==> src/design/cfp_pkg.sv <==
// Shared types, constants and the CRC-16 byte update for the frame parser.
// No dependencies; imported by cfp_front, cfp_queue, cfp_back and the top level.
package cfp_pkg;

    // Reset value of the expected header byte
    localparam logic [7:0] HEADER_RESET = 8'd250;

    // CRC-16 constants
    localparam logic [15:0] CRC_INIT = 16'hFFFF;
    localparam logic [15:0] CRC_POLY = 16'h8005;

    // Byte count below which a buffer is always too short
    localparam logic [2:0] MIN_FRAME_BYTES = 3'd6;

    // Queue between front and back
    localparam int QDEPTH = 4;
    localparam int QPTR_W = $clog2(QDEPTH);
    localparam int QCNT_W = $clog2(QDEPTH + 1);

    // Status codes
    localparam logic [1:0] ST_OK        = 2'd0;
    localparam logic [1:0] ST_SHORT     = 2'd1;
    localparam logic [1:0] ST_BAD_HDR   = 2'd2;
    localparam logic [1:0] ST_CRC_ERR   = 2'd3;

    // Role of one received byte within its frame
    typedef enum logic [2:0] {
        K_HDR,
        K_TYPE,
        K_LEN,
        K_PAYLOAD,
        K_CRC_LO,
        K_CRC_HI,
        K_SKIP
    } kind_t;

    // Classified byte passed from front to back
    typedef struct packed {
        kind_t      kind;
        logic [7:0] data;
        logic       last;
        logic       short_buf;
        logic       incomplete;
        logic       hdr_bad;
    } qword_t;

    // One result word
    typedef struct packed {
        logic       is_status;
        logic [7:0] payload_byte;
        logic [7:0] msg_type;
        logic [1:0] status;
    } result_t;

    // CRC-16, MSB first, one byte
    function automatic logic [15:0] crc16_byte(input logic [15:0] crc, input logic [7:0] b);
        logic [15:0] c;
        c = crc ^ {b, 8'h00};
        for (int k = 0; k < 8; k++) begin
            if (c[15])
            begin
                c = {c[14:0], 1'b0} ^ CRC_POLY;
            end
            else
            begin
                c = {c[14:0], 1'b0};
            end
        end
        return c;
    endfunction

endpackage

==> src/design/cfp_front.sv <==
// Front end: accepts bytes, tracks frame position and classifies each byte.
// Depends on cfp_pkg; feeds cfp_queue.
module cfp_front
    import cfp_pkg::*;
(
    input  logic       clk,
    input  logic       rst_n,
    input  logic       push,
    output logic       full,
    input  logic [7:0] rx_byte,
    input  logic       buffer_end,
    input  logic       cfg_we,
    input  logic [7:0] cfg_wdata,
    input  logic       q_full,
    output logic       q_push,
    output qword_t     q_word
);

    typedef enum logic [2:0] {
        PH_HDR,
        PH_TYPE,
        PH_LEN_LO,
        PH_LEN_HI,
        PH_PAYLOAD,
        PH_CRC_LO,
        PH_CRC_HI,
        PH_DONE
    } phase_t;

    phase_t      phase_reg, phase_next;
    logic [2:0]  seen_reg, seen_next;
    logic [7:0]  len_lo_reg, len_lo_next;
    logic [15:0] left_reg, left_next;
    logic [7:0]  header_value_reg;
    kind_t       kind;

    assign full   = q_full;
    assign q_push = push && !q_full;

    // Classify the byte and step the frame position
    always_comb
    begin
        phase_next  = phase_reg;
        len_lo_next = len_lo_reg;
        left_next   = left_reg;
        kind        = K_SKIP;
        unique case (phase_reg)
            PH_HDR:
            begin
                kind       = K_HDR;
                phase_next = PH_TYPE;
            end
            PH_TYPE:
            begin
                kind       = K_TYPE;
                phase_next = PH_LEN_LO;
            end
            PH_LEN_LO:
            begin
                kind        = K_LEN;
                len_lo_next = rx_byte;
                phase_next  = PH_LEN_HI;
            end
            PH_LEN_HI:
            begin
                kind       = K_LEN;
                left_next  = {rx_byte, len_lo_reg};
                phase_next = ({rx_byte, len_lo_reg} == 16'd0) ? PH_CRC_LO : PH_PAYLOAD;
            end
            PH_PAYLOAD:
            begin
                kind      = K_PAYLOAD;
                left_next = left_reg - 16'd1;
                if (left_reg == 16'd1)
                begin
                    phase_next = PH_CRC_LO;
                end
            end
            PH_CRC_LO:
            begin
                kind       = K_CRC_LO;
                phase_next = PH_CRC_HI;
            end
            PH_CRC_HI:
            begin
                kind       = K_CRC_HI;
                phase_next = PH_DONE;
            end
            PH_DONE:
            begin
                kind = K_SKIP;
            end
        endcase
        seen_next = (seen_reg < MIN_FRAME_BYTES) ? seen_reg + 3'd1 : seen_reg;
    end

    // Build the queue word
    always_comb
    begin
        q_word.kind       = kind;
        q_word.data       = rx_byte;
        q_word.last       = buffer_end;
        q_word.short_buf  = (seen_next < MIN_FRAME_BYTES);
        q_word.incomplete = (phase_next != PH_DONE);
        q_word.hdr_bad    = (rx_byte != header_value_reg);
    end

    // Hold parse position; drop back to header on buffer end
    always_ff @(posedge clk or negedge rst_n)
    begin
        if (!rst_n)
        begin
            phase_reg        <= PH_HDR;
            seen_reg         <= 3'd0;
            len_lo_reg       <= 8'd0;
            left_reg         <= 16'd0;
            header_value_reg <= HEADER_RESET;
        end
        else
        begin
            if (cfg_we)
            begin
                header_value_reg <= cfg_wdata;
            end
            if (q_push)
            begin
                if (buffer_end)
                begin
                    phase_reg  <= PH_HDR;
                    seen_reg   <= 3'd0;
                    len_lo_reg <= 8'd0;
                    left_reg   <= 16'd0;
                end
                else
                begin
                    phase_reg  <= phase_next;
                    seen_reg   <= seen_next;
                    len_lo_reg <= len_lo_next;
                    left_reg   <= left_next;
                end
            end
        end
    end

endmodule

==> src/design/cfp_queue.sv <==
// Short FIFO of classified byte words between front and back.
// Depends on cfp_pkg.
module cfp_queue
    import cfp_pkg::*;
(
    input  logic   clk,
    input  logic   rst_n,
    input  logic   wr_en,
    input  qword_t wr_word,
    output logic   q_full,
    input  logic   rd_en,
    output logic   q_empty,
    output qword_t rd_word
);

    qword_t              mem_reg [QDEPTH];
    logic [QPTR_W-1:0]   wr_ptr_reg;
    logic [QPTR_W-1:0]   rd_ptr_reg;
    logic [QCNT_W-1:0]   count_reg;

    assign q_full  = (count_reg == QCNT_W'(QDEPTH));
    assign q_empty = (count_reg == '0);
    assign rd_word = mem_reg[rd_ptr_reg];

    // Advance pointers and count
    always_ff @(posedge clk or negedge rst_n)
    begin
        if (!rst_n)
        begin
            wr_ptr_reg <= '0;
            rd_ptr_reg <= '0;
            count_reg  <= '0;
        end
        else
        begin
            if (wr_en)
            begin
                wr_ptr_reg <= (wr_ptr_reg == QPTR_W'(QDEPTH - 1)) ? '0 : wr_ptr_reg + 1'b1;
            end
            if (rd_en)
            begin
                rd_ptr_reg <= (rd_ptr_reg == QPTR_W'(QDEPTH - 1)) ? '0 : rd_ptr_reg + 1'b1;
            end
            if (wr_en && !rd_en)
            begin
                count_reg <= count_reg + 1'b1;
            end
            else if (rd_en && !wr_en)
            begin
                count_reg <= count_reg - 1'b1;
            end
        end
    end

    // Store the word
    always_ff @(posedge clk)
    begin
        if (wr_en)
        begin
            mem_reg[wr_ptr_reg] <= wr_word;
        end
    end

endmodule

==> src/design/cfp_back.sv <==
// Back end: runs the CRC, keeps type and received CRC, and issues result words.
// Depends on cfp_pkg; drains cfp_queue.
module cfp_back
    import cfp_pkg::*;
(
    input  logic    clk,
    input  logic    rst_n,
    input  logic    q_empty,
    input  qword_t  q_word,
    output logic    q_pop,
    input  logic    pop,
    output logic    out_valid,
    output result_t out_word
);

    logic [15:0] crc_reg, crc_next, crc_step;
    logic [15:0] recv_reg, recv_next;
    logic [7:0]  type_reg, type_next;
    logic        hdr_bad_reg, hdr_bad_next;
    logic        out_valid_reg, out_valid_next;
    result_t     out_reg, out_next;
    logic        pend_valid_reg, pend_valid_next;
    result_t     pend_reg, pend_next;
    logic        slot_free;
    logic        crc_on;
    logic [1:0]  st_code;
    result_t     st_word;

    assign out_valid = out_valid_reg;
    assign out_word  = out_reg;
    assign slot_free = !out_valid_reg || pop;

    // Work out the effect of the head word
    always_comb
    begin
        crc_on = (q_word.kind == K_HDR) || (q_word.kind == K_TYPE) ||
                 (q_word.kind == K_LEN) || (q_word.kind == K_PAYLOAD);
        crc_step     = crc16_byte(crc_reg, q_word.data);
        crc_next     = crc_on ? crc_step : crc_reg;
        type_next    = (q_word.kind == K_TYPE) ? q_word.data : type_reg;
        hdr_bad_next = (q_word.kind == K_HDR) ? q_word.hdr_bad : hdr_bad_reg;
        recv_next    = recv_reg;
        if (q_word.kind == K_CRC_LO)
        begin
            recv_next = {8'd0, q_word.data};
        end
        else if (q_word.kind == K_CRC_HI)
        begin
            recv_next = {q_word.data, recv_reg[7:0]};
        end

        priority if (q_word.short_buf)
        begin
            st_code = ST_SHORT;
        end
        else if (hdr_bad_next)
        begin
            st_code = ST_BAD_HDR;
        end
        else if (q_word.incomplete)
        begin
            st_code = ST_SHORT;
        end
        else if (recv_next != crc_next)
        begin
            st_code = ST_CRC_ERR;
        end
        else
        begin
            st_code = ST_OK;
        end

        st_word.is_status    = 1'b1;
        st_word.payload_byte = 8'd0;
        st_word.msg_type     = type_next;
        st_word.status       = st_code;
    end

    // Issue results: pending status first, then the head word
    always_comb
    begin
        q_pop           = 1'b0;
        out_valid_next  = out_valid_reg && !pop;
        out_next        = out_reg;
        pend_valid_next = pend_valid_reg;
        pend_next       = pend_reg;
        if (pend_valid_reg)
        begin
            if (slot_free)
            begin
                out_valid_next  = 1'b1;
                out_next        = pend_reg;
                pend_valid_next = 1'b0;
            end
        end
        else if (!q_empty && slot_free)
        begin
            q_pop = 1'b1;
            if (q_word.kind == K_PAYLOAD)
            begin
                out_valid_next        = 1'b1;
                out_next.is_status    = 1'b0;
                out_next.payload_byte = q_word.data;
                out_next.msg_type     = type_next;
                out_next.status       = ST_OK;
                if (q_word.last)
                begin
                    pend_valid_next = 1'b1;
                    pend_next       = st_word;
                end
            end
            else if (q_word.last)
            begin
                out_valid_next = 1'b1;
                out_next       = st_word;
            end
        end
    end

    // Hold frame state and handshake flags
    always_ff @(posedge clk or negedge rst_n)
    begin
        if (!rst_n)
        begin
            crc_reg        <= CRC_INIT;
            recv_reg       <= 16'd0;
            type_reg       <= 8'd0;
            hdr_bad_reg    <= 1'b0;
            out_valid_reg  <= 1'b0;
            pend_valid_reg <= 1'b0;
        end
        else
        begin
            out_valid_reg  <= out_valid_next;
            pend_valid_reg <= pend_valid_next;
            if (q_pop)
            begin
                if (q_word.last)
                begin
                    crc_reg     <= CRC_INIT;
                    recv_reg    <= 16'd0;
                    type_reg    <= 8'd0;
                    hdr_bad_reg <= 1'b0;
                end
                else
                begin
                    crc_reg     <= crc_next;
                    recv_reg    <= recv_next;
                    type_reg    <= type_next;
                    hdr_bad_reg <= hdr_bad_next;
                end
            end
        end
    end

    // Hold result payloads
    always_ff @(posedge clk)
    begin
        out_reg  <= out_next;
        pend_reg <= pend_next;
    end

endmodule

==> src/design/crc16_frame_parser_unit.sv <==
// Top level of the length-prefixed CRC-16 frame parser.
// Depends on cfp_pkg, cfp_front, cfp_queue and cfp_back.
//
//  channel   handshake           payload
//  -------   ---------           -------
//  input     push / full         rx_byte, buffer_end
//  result    empty / pop         is_status, payload_byte, msg_type, status
//  config    cfg_we              cfg_wdata (expected header byte)
//
// One byte is taken per cycle while full is low; the CRC byte update in the back end sets that figure.
// A byte that carries both the last payload byte and buffer end yields two results,
// the payload word and then its status word, from the single output register.
// A result reaches the ports at the earliest through the queue write and then the output register.
// Reset clears the parse state, the queue and the output; the header register returns to 250.
// A stalled result side fills the four-word queue, after which full holds off the input.
module crc16_frame_parser_unit
    import cfp_pkg::*;
(
    input  logic       clk,
    input  logic       rst_n,
    input  logic       push,
    output logic       full,
    input  logic [7:0] rx_byte,
    input  logic       buffer_end,
    output logic       empty,
    input  logic       pop,
    output logic       is_status,
    output logic [7:0] payload_byte,
    output logic [7:0] msg_type,
    output logic [1:0] status,
    input  logic       cfg_we,
    input  logic [7:0] cfg_wdata
);

    logic    q_full;
    logic    q_empty;
    logic    q_push;
    logic    q_pop;
    qword_t  q_in;
    qword_t  q_out;
    logic    out_valid;
    result_t out_word;

    cfp_front u_front (
        .clk        (clk),
        .rst_n      (rst_n),
        .push       (push),
        .full       (full),
        .rx_byte    (rx_byte),
        .buffer_end (buffer_end),
        .cfg_we     (cfg_we),
        .cfg_wdata  (cfg_wdata),
        .q_full     (q_full),
        .q_push     (q_push),
        .q_word     (q_in)
    );

    cfp_queue u_queue (
        .clk     (clk),
        .rst_n   (rst_n),
        .wr_en   (q_push),
        .wr_word (q_in),
        .q_full  (q_full),
        .rd_en   (q_pop),
        .q_empty (q_empty),
        .rd_word (q_out)
    );

    cfp_back u_back (
        .clk       (clk),
        .rst_n     (rst_n),
        .q_empty   (q_empty),
        .q_word    (q_out),
        .q_pop     (q_pop),
        .pop       (pop),
        .out_valid (out_valid),
        .out_word  (out_word)
    );

    // Present the output register
    assign empty        = !out_valid;
    assign is_status    = out_word.is_status;
    assign payload_byte = out_word.payload_byte;
    assign msg_type     = out_word.msg_type;
    assign status       = out_word.status;

endmodule

==> config.mk <==
export PLATFORM = sky130hd
export DESIGN_NAME = crc16_frame_parser_unit
export DESIGN_NICKNAME = d
export VERILOG_FILES = /design/src/design/cfp_pkg.sv /design/src/design/cfp_front.sv /design/src/design/cfp_queue.sv /design/src/design/cfp_back.sv /design/src/design/crc16_frame_parser_unit.sv
export SDC_FILE = /design/constraint.sdc
export NUM_CORES = 1
export LEC_CHECK = 0
export ABC_AREA = 1
export BUFFER_PORTS_ARGS = -buffer_cell sky130_fd_sc_hd__buf_2
export CELL_PAD_IN_SITES_DETAIL_PLACEMENT = 1
export CELL_PAD_IN_SITES_GLOBAL_PLACEMENT = 1
export CORE_AREA = 5 5 147 149
export DETAILED_ROUTE_END_ITERATION = 10
export DIE_AREA = 0 0 152 154
export PLACE_DENSITY = 0.85
export SYNTH_ARGS = -nofsm -noshare
export SYNTH_HDL_FRONTEND = slang
export SYNTH_HIERARCHICAL = 1
export SYNTH_SLANG_ARGS = --single-unit
==> constraint.sdc <==
create_clock -name clk -period 3.3 [get_ports clk]
set_input_delay 0.165 -clock clk [delete_from_list [all_inputs] [get_ports clk]]
set_output_delay 0.165 -clock clk [all_outputs]
set_load 0.01 [all_outputs]
Word level (Yosys, flattened, before mapping)
Memories as Yosys holds them, arrays and structs flattened.
Index checks and enable logic that the tools add are counted.
{"block": "word_totals", "mem_bits_rw": 60, "mem_count": 1, "wordCells": 143, "regBits": 117}
{"memory": "u_queue.mem_reg", "depth": 4, "word_bits": 15, "rd": 1, "rd_clocked_by_memory_dff": 0, "write_ports": 1, "line_no": "cfp_queue.sv:16", "text": "qword_t mem_reg [QDEPTH];"}
{"block": "classes", "order_cmp": 2, "n_addsub": 6, "reduce_logical": 29, "n_mux": 55, "n_eq_ne": 20, "n_bitwise": 10}
{"operator": "$mux 16", "n": 14}
{"operator": "$mux 19", "n": 5}
{"operator": "$pmux 3 s7", "n": 2}
{"operator": "$mux 8", "n": 4}
{"operator": "$pmux 16 s2", "n": 1}
{"operator": "$not 3->3", "n": 8}
{"operator": "$eq 3x3->1 const B", "n": 7}
{"operator": "$mux 3", "n": 6}
{"operator": "$mux 1", "n": 17}
{"operator": "$eq 16x1->1 const B", "n": 1}
{"operator": "$logic_not 16->1", "n": 1}
{"operator": "$ne 16x16->1", "n": 1}
{"operator": "$sub 16x1->16 const B", "n": 1}
{"operator": "$xor 16x16->16", "n": 1}
{"operator": "$eq 3x2->1 const B", "n": 4}
{"operator": "$mux 2", "n": 6}
{"operator": "$logic_not 3->1", "n": 3}
{"operator": "$ne 8x8->1", "n": 1}
{"operator": "$add 3x1->3 const B", "n": 2}
{"operator": "$eq 3x1->1 const B", "n": 2}
{"operator": "$logic_not 1->1", "n": 6}
{"operator": "$lt 3x3->1 const B", "n": 2}
{"operator": "$reduce_bool 2->1", "n": 3}
{"operator": "$reduce_bool 3->1", "n": 2}
{"operator": "other kinds (12)", "n": 22}

Longest topological paths before layout
Gate-level depths: netlist of run 1.
An unclocked memory read counts as a cell.
{"block": "depth", "ltp_word": 28, "depth_mapped": 25}

Hierarchy
The synthesis of run 1 kept the hierarchy.
{"mod": "cfp_back", "cells_per_inst": 496, "instances": 1, "area_per_inst_um2": 3865.0}
{"mod": "cfp_queue", "cells_per_inst": 227, "instances": 1, "area_per_inst_um2": 2871.5}
{"mod": "cfp_front", "cells_per_inst": 346, "instances": 1, "area_per_inst_um2": 2499.9}
{"mod": "crc16_frame_parser_unit", "cells_per_inst": 1, "instances": 1, "area_per_inst_um2": 3.8}

Worst setup path before layout of run 1
Ideal clock, no wire load.
{"block": "synth_path", "path_kind": "reg2reg", "startpoint": "register u_queue.rd_ptr_reg[0]", "endpoint": "register u_back.out_reg (netlist bit u_back/out_word[0]) (enable)", "setup_ns": 0.395, "required_time_ns": 2.905, "arrival_time_ns": 2.545, "path_stages_with_launch": 11, "path_slack_ns": 0.361, "path_cell_list": "dfrtp_1 -> inv_2 -> buf_6 -> nand2_1 -> o211ai_1 -> nand2_1 -> buf_4 -> buf_2 -> nor3_1 -> o31ai_1 -> nor2_1"}
{"element": "start: declaration", "line_no": "cfp_queue.sv:18", "text": "logic [QPTR_W-1:0] rd_ptr_reg;"}
{"element": "start signal: assignment", "line_no": "cfp_queue.sv:42", "text": "rd_ptr_reg <= (rd_ptr_reg == QPTR_W'(QDEPTH - 1)) ? '0 : rd_ptr_reg + 1'b1;"}
{"element": "end signal: assignment", "line_no": "cfp_back.sv:159", "text": "out_reg <= out_next;"}
{"element": "end: declaration", "line_no": "cfp_back.sv:21", "text": "result_t out_reg, out_next;"}

==> impl_metrics.py, run 1 <==
metrics = {
    "clocking": {
        "cts-htree-levels": 4,
        "cts_max_path_buffers": 2,
        "root_buffer": "clkbuf_16",
        "clkTransAtPathRegs_ns": 0.07,
        "clk_latency_ns": 0.44,
        "cts_tree": "yes",
        "cts_buffers": 17,
        "clock_sinks": 177,
    },
    "power": {
        "ir_drop_uv": 466,
        "cellPowerDensity_nw_per_um2": 1160,
        "p_leak_nw": 5.09,
    },
    "global_routing": {
        "grt_overflow": 0,
        "grt_pass1_wl_um": 40800,
        "grt_pass1_vias": 7824,
        "track_usage": 0.218,
        "grt_max_degree": 73,
        "grt_antenna_before_repair": 0,
    },
    "finish": {
        "fin_cells": 1422,
        "final_net_count": 1171,
        "area_delta_synth_final_pct": 15.2,
        "largest_reg_flops": 60,
        "drive_above_1_share": 0.181,
        "antenna_cells": 0,
        "final_core_util": 0.531,
    },
    "die": {
        "dieArea_um2": 23400,
        "design.core.area_um2": 20000,
        "num_rows": 52,
        "die_y_um": 154,
        "chipWidth_um": 152,
        "io_pins": 43,
        "start_util": 0.461,
    },
    "critical_path": {
        "crit_path_start": "u_queue/rd_ptr_reg[0]$_DFFE_PN0P_",
        "crit_fanout": 8,
        "start_kind": "flop",
        "cp-end-kind": "flop",
        "reg2reg_from": "u_queue/rd_ptr_reg[0]$_DFFE_PN0P_",
        "required_ns": 3.49,
        "critical_path_class": "reg2reg",
        "cp.arrival_ns": 3.35,
    },
    "placed_design": {
        "dp.cells": 1361,
        "gp_congestion": 0.868,
        "detailed_place_hpwl_um": 17400,
        "port_buffers": 42,
    },
    "drt": {
        "drt-met1-wl_um": 10800,
        "first_iter_violations": 471,
        "dr.max_layer_used": "met4",
        "drtPass1Iterations": 5,
        "wire_per_inst_um": 18.2,
        "wl_met3_um": 1130,
        "num_vias": 7657,
        "dr_wl_met2_um": 13100,
        "ant_nets": 0,
        "drc": 0,
        "drt_wl_total_um": 25900,
        "vias_per_cell": 5.38,
    },
    "logic_synthesis": {
        "synth_area_um2": 9240,
        "synth_edf_count": 89,
        "syn_nets": 1102,
        "avgSynthCellArea_um2": 8.64,
        "synth_cells": 1070,
        "yosys.cell_types.count": 44,
        "seq_area_frac_synth": 0.531,
        "ys_async_sr_fraction": 0.497,
        "ys_seq_elements": 177,
        "synth_warnings": 6,
        "synth-main-ff-cell": "edfxtp_1",
    },
    "hold_path": {
        "hold_class": "in2reg",
        "hold_path_startpoint": "pop",
    },
    "sta": {
        "hold_viol": 0,
        "tightest_slew_ns": 1.01,
        "finalCriticalPeriod_ns": 3.16,
        "slew_headroom": 0.329,
        "finClkSkew_ns": 0.0141,
        "setup_viol": 0,
        "timing.final.crit_share": 0.957,
        "tns_ns": 0,
        "slew_viol_final": 0,
        "max_freq_mhz": 317,
    },
    "run_status": {
        "status": "finished clean",
    },
    "run": {
        "cap_viol_max_count": 0,
    },
}
==> cells by family after synthesis <==
logic type | share of synthesized area
simple gates | 0.211
xor+xnor | 0.0123
buf+inv | 0.105
fa+ha+maj | 0.0144
mux | 0.00487
flops | 0.531
compound gates | 0.121
==> timing repair <==
item                                    CTS  global route
hold endpoints to repair                 71             0
buffers inserted                          0            14
hold buffers                             11             0
endpoints found under the setup margin    4             4
gates cloned                              1             3
pin swaps                                 0            13
resized for setup                         6            51
==> synthesized netlist by cell type (5+ instances only) <==
library cell	instances	area [um2]
nand2_1	325	1220
inv_1	169	634
edfxtp_1	89	2670
dfrtp_1	66	1650
nand3_1	64	320
nor2_1	63	236
o21ai_0	59	295
o22ai_1	33	206
o211ai_1	27	203
dfstp_2	22	578
a21oi_1	17	85.1
buf_4	12	90.1
buf_6	12	135
clkbuf_1	12	45.0
a22oi_1	9	67.6
ha_1	9	113
xor2_1	9	78.8
a21oi_2	8	70.1
nor3_1	6	30.0
o211ai_2	6	75.1
a22o_1	5	43.8
nor2_2	5	31.3
==> area by class of cell <==
class	count	area, um2
Timing Repair inverter	3	18.8
Clock inverter	13	148
Sequential cell	177	4900
Timing Repair Buffer	87	628
Multi-Input combinational cell	677	3500
Clock buffer	19	433
Inverter	176	677
Fill cell	2374	9390
Tap cell	270	338
==> layout by cell type (no fill, tap or decap), types with 8 or more instances in the layout <==
cell | synthesis | final
o22ai_1 | 33 | 33
nand2_1 | 325 | 307
buf_4 | 12 | 31
dfrtp_1 | 66 | 64
edfxtp_1 | 89 | 89
o211ai_1 | 27 | 27
dfstp_2 | 22 | 22
a21oi_1 | 17 | 17
inv_1 | 169 | 163
o21ai_0 | 59 | 54
a21oi_2 | 8 | 8
a22oi_1 | 9 | 9
ha_1 | 9 | 9
nand2_2 | 4 | 20
dlygate4sd3_1 | 0 | 11
clkbuf_16 | 0 | 18
nor2_1 | 63 | 62
buf_2 | 2 | 41
nand3_1 | 64 | 60
==> worst max-delay path, stage by stage (launching register included) <==
cell,delay (ns)
dfrtp_2,0.45
clkinv_4,0.14
nand2_1,0.10
o211ai_1,0.11
nand2_1,0.19
inv_2,0.09
nand2_2,0.09
buf_4,0.19
inv_1,0.09
o22ai_2,0.19
inv_1,0.11
nand2_1,0.10
nand2_1,0.07
nor2_1,0.11
nand3_1,0.09
nor2_1,0.13
nand3_1,0.10
nor2_2,0.15
nand3_1,0.09
nand2_1,0.10
nand2_1,0.06
nand3_1,0.10
nand2_1,0.06
==> where the power goes <==
part / total [mW] / internal (mW) / switching [mW] / leakage, nW
combinational: 6.69 / 2.18 / 4.51 / 2.89
sequential: 3.64 / 3.23 / 0.405 / 1.92
clock: 2.00 / 1.07 / 0.929 / 0.277
total: 12.3 / 6.48 / 5.84 / 5.09
==> layer usage <==
metal  vias up  track usage
met3        56       0.0385
met2       205        0.391
met4         0       0.0783
li1       3607            -
met1      3789        0.263
met5         -            0
==> path summary, 6_finish.rpt <==
check	endpoint	slack, ns	depth (start not counted)
setup / recovery	u_back/out_word[1]$_DFFE_PP_	0.14	22
hold / removal	u_back/out_valid$_DFF_PN0_	0.03	4
setup reg to reg	u_back/out_word[1]$_DFFE_PP_	0.14	22
hold reg to reg	u_back/recv_reg[6]$_DFFE_PN0P_	0.50	2
max in group asynchronous	u_front/header_value_reg[1]$_DFFE_PN1P_	1.95	3
min in group asynchronous	u_back/type_reg[0]$_DFFE_PN0P_	0.43	2
==> per-stage QoR <==
step | worst slack (ns) | cell area [um2] | hold slack, ns | power [mW]
2_1_floorplan | 0.361 | 9240 | -0.131 | 7.81
3_3_place_gp | -0.0257 | 9620 | 0.374 | 9.20
6_report | 0.143 | 10600 | 0.0286 | 12.3
3_5_place_dp | -0.162 | 9620 | 0.385 | 9.49
4_1_cts | 0.0132 | 10300 | 0.0130 | 11.7
5_1_grt | -0.0494 | 10600 | 0.0260 | 13.2
Power figures use the tool's default switching activity.
==> run 2: changes to the inputs <==
--- a/config.mk
+++ b/config.mk
@@ -5,14 +5,14 @@
 export SDC_FILE = /design/constraint.sdc
 export NUM_CORES = 1
 export LEC_CHECK = 0
-export ABC_AREA = 1
 export BUFFER_PORTS_ARGS = -buffer_cell sky130_fd_sc_hd__buf_2
 export CELL_PAD_IN_SITES_DETAIL_PLACEMENT = 1
 export CELL_PAD_IN_SITES_GLOBAL_PLACEMENT = 1
-export CORE_AREA = 5 5 147 149
+export CORE_AREA = 5 5 137 139
 export DETAILED_ROUTE_END_ITERATION = 10
-export DIE_AREA = 0 0 152 154
-export PLACE_DENSITY = 0.85
+export DIE_AREA = 0 0 142 144
+export PLACE_DENSITY = 0.86
+export SKIP_LAST_GASP = 1
 export SYNTH_ARGS = -nofsm -noshare
 export SYNTH_HDL_FRONTEND = slang
 export SYNTH_HIERARCHICAL = 1
==> run 2 against run 1 <==
  * The flow now finishes with violations (negative setup slack)
  * First-iteration DRC count increased by 21%
  * Final cell count decreased by 29%
  * Critical path type unchanged
  * Via count decreased by 17%
  * Synthesized cell count decreased by 37%
  * Global-route usage increased by 4.0 points
  * Largest cell class unchanged
  * Die area decreased by 13%
==> impl_metrics.py, run 2 <==
metrics = {
    "sta": {
        "finClkSkew_ns": 0.0145,
        "tns_ns": -0.322,
        "fin_ws_ns": -0.132,
        "timing.final.crit_share": 1.04,
        "max_freq_mhz": 291,
        "tightest_slew_ns": 0.943,
        "holdWs_ns": 0.0719,
        "setup_viol": 3,
        "hold_viol": 0,
        "finalCriticalPeriod_ns": 3.43,
        "rsz0062_at_grt": "true",
        "slew_viol_final": 0,
        "slew_headroom": 0.367,
    },
    "logic_synthesis": {
        "syn_nets": 710,
        "ys_async_sr_fraction": 0.497,
        "synth.most_common_cell": "edfxtp_1",
        "yosysTopAreaCell": "edfxtp_1",
        "synth_top_area_frac": 0.306,
        "avgSynthCellArea_um2": 12.9,
        "synth_edf_count": 89,
        "yosys.cell_types.count": 76,
        "ys_seq_elements": 177,
        "synth_area_um2": 8740,
        "synth_common_cells": "edfxtp_1, dfrtp_1, a22o_1",
        "synth_cells": 678,
        "synth_area_leaders": "edfxtp_1, dfrtp_1, dfstp_2",
        "seq_area_frac_synth": 0.561,
        "synth-main-ff-cell": "edfxtp_1",
        "synth_warnings": 6,
    },
    "die": {
        "dieArea_um2": 20400,
        "die_y_um": 144,
        "num_rows": 49,
        "io_pins": 43,
        "chipWidth_um": 142,
        "start_util": 0.498,
        "design.core.area_um2": 17500,
    },
    "critical_path": {
        "critical_path_class": "reg2reg",
        "start_kind": "flop",
        "r2r.worst_path.cells": 12,
        "cp-end-kind": "flop",
        "crit_path_start": "u_queue/rd_ptr_reg[0]$_DFFE_PN0P_",
        "crit_fanout": 6,
        "cp.arrival_ns": 3.61,
        "r2r_slack_ns": -0.13,
        "required_ns": 3.48,
        "reg2reg_from": "u_queue/rd_ptr_reg[0]$_DFFE_PN0P_",
        "crit_end": "u_back/out_word[1]$_DFFE_PP_",
        "reg2reg_to": "u_back/out_word[1]$_DFFE_PP_",
    },
    "drt": {
        "drc": 0,
        "ant_nets": 0,
        "drt_wl_total_um": 25900,
        "drtPass1Iterations": 5,
        "first_iter_violations": 571,
        "vias_per_cell": 6.33,
        "wire_per_inst_um": 25.8,
        "num_vias": 6357,
    },
    "placed_design": {
        "detailed_place_hpwl_um": 16600,
        "placed_area_um2": 9420,
        "gp_congestion": 0.943,
        "port_buffers": 42,
    },
    "run_status": {
        "status": "finished, violations left",
        "violations": "negative setup slack",
    },
    "global_routing": {
        "grt_antenna_before_repair": 0,
        "grt_max_degree": 35,
        "grt_pass1_vias": 6980,
        "grt_pass1_wl_um": 39900,
        "track_usage": 0.258,
        "grt_overflow": 0,
    },
    "finish": {
        "finish.instance_area_um2": 10300,
        "final_core_util": 0.585,
        "area_delta_synth_final_pct": 17.4,
        "layout_commonest_cell": "edfxtp_1",
        "antenna_cells": 0,
        "final_net_count": 795,
        "fill_cells": 1770,
        "drive_above_1_share": 0.308,
        "largest_reg_flops": 60,
        "final_cell_mix": "edfxtp_1, dfrtp_1, buf_4, buf_2, a22o_1",
    },
    "hold_path": {
        "hold_depth": 2,
        "hold_class": "in2reg",
    },
    "clocking": {
        "clock_sinks": 177,
        "cts_buffers": 17,
        "clk_latency_ns": 0.44,
        "cts_max_path_buffers": 2,
        "clkTransAtPathRegs_ns": 0.07,
        "cts-htree-levels": 4,
        "cts_tree": "yes",
        "root_buffer": "clkbuf_16",
    },
    "run": {
        "cap_viol_max_count": 0,
    },
}
-- run 2: changes by cell type after synthesis, sizes merged, moves of 32 or more --
cell    previous run  this run
o211ai            33         1
nor2              71        31
inv              175        19
nand2            331        29
nand3             64         3
o21ai             63        30
a22o               5        42
o22ai             34         0
-- run 2: layout make-up --
class                      count  area [um2]  area share
tap                          229         287      0.0279
sequential                   177        4900       0.478
clock buffer                  21         450      0.0439
clock inverter                11         134      0.0131
timing repair buffer         117         838      0.0817
inverter                      19        71.3     0.00695
multi-input combinational    431        3570       0.348
-- run 2: cell families (layout without fill, tap and decap cells) --
family / after synthesis / after routing / share of synthesized area
compound gates: 153 / 153 / 0.127
fa+ha+maj: 10 / 10 / 0.0152
buf+inv: 70 / 168 / 0.0415
flops: 177 / 177 / 0.561
mux: 57 / 57 / 0.0938
xor+xnor: 54 / 54 / 0.0604
simple gates: 157 / 157 / 0.101
-- run 2: repair_timing --
| action | in CTS | in global routing |
|---|---|---|
| endpoints found under the setup margin | 4 | 4 |
| pin swaps | 11 | 5 |
| buffers inserted | 6 | 4 |
| hold buffers | 9 | 0 |
| resized for setup | 24 | 5 |
| endpoints found under the hold margin | 36 | 0 |
-- run 2: worst max-delay path, cell delays in order (launching register included) --
cell	delay, ns
dfrtp_1	0.42
buf_6	0.16
mux4_2	0.56
buf_4	0.17
or3b_4	0.42
buf_4	0.19
mux2i_2	0.22
xnor2_1	0.15
nor2_1	0.20
nor3_2	0.08
nand2b_1	0.17
o21a_1	0.24
a22o_1	0.19
-- run 2: metal layers --
metal / up-vias / GRT usage / part of all wire
met5: - / 0 / 0
met4: 0 / 0.144 / 0.046
met3: 86 / 0.0552 / 0.053
met2: 286 / 0.442 / 0.52
met1: 3292 / 0.302 / 0.38
li1: 2693 / - / -
-- run 2: stage by stage --
stage / setup WS [ns] / instances
after global placement: -0.0387 / 954
after floorplan: -0.00288 / 678
after CTS: -0.117 / 1001
after global routing: -0.263 / 1005
after detailed placement: -0.226 / 954
final: -0.132 / 1005
-- run 2: worst min path at each step --
stage / from / endpoint / slack, ns
final: buffer_end / u_front/phase_reg[2]$_DFFE_PN0P_ / 0.07
after global routing: rx_byte[6] / u_queue/mem_reg[3][10]$_DFFE_PP_ / 0.05
after CTS: buffer_end / u_front/phase_reg[2]$_DFFE_PN0P_ / 0.04
after detailed placement: rst_n / u_back/recv_reg[6]$_DFFE_PN0P_ / 0.13
after global placement: rst_n / u_back/recv_reg[6]$_DFFE_PN0P_ / 0.13
after floorplan: rst_n / u_back/hdr_bad_reg$_DFFE_PN0P_ / -0.13
Power of run 2 is left out: the tool's default activity adds up to more than one toggle a clock period on the data nets, which glitch-free logic cannot reach.
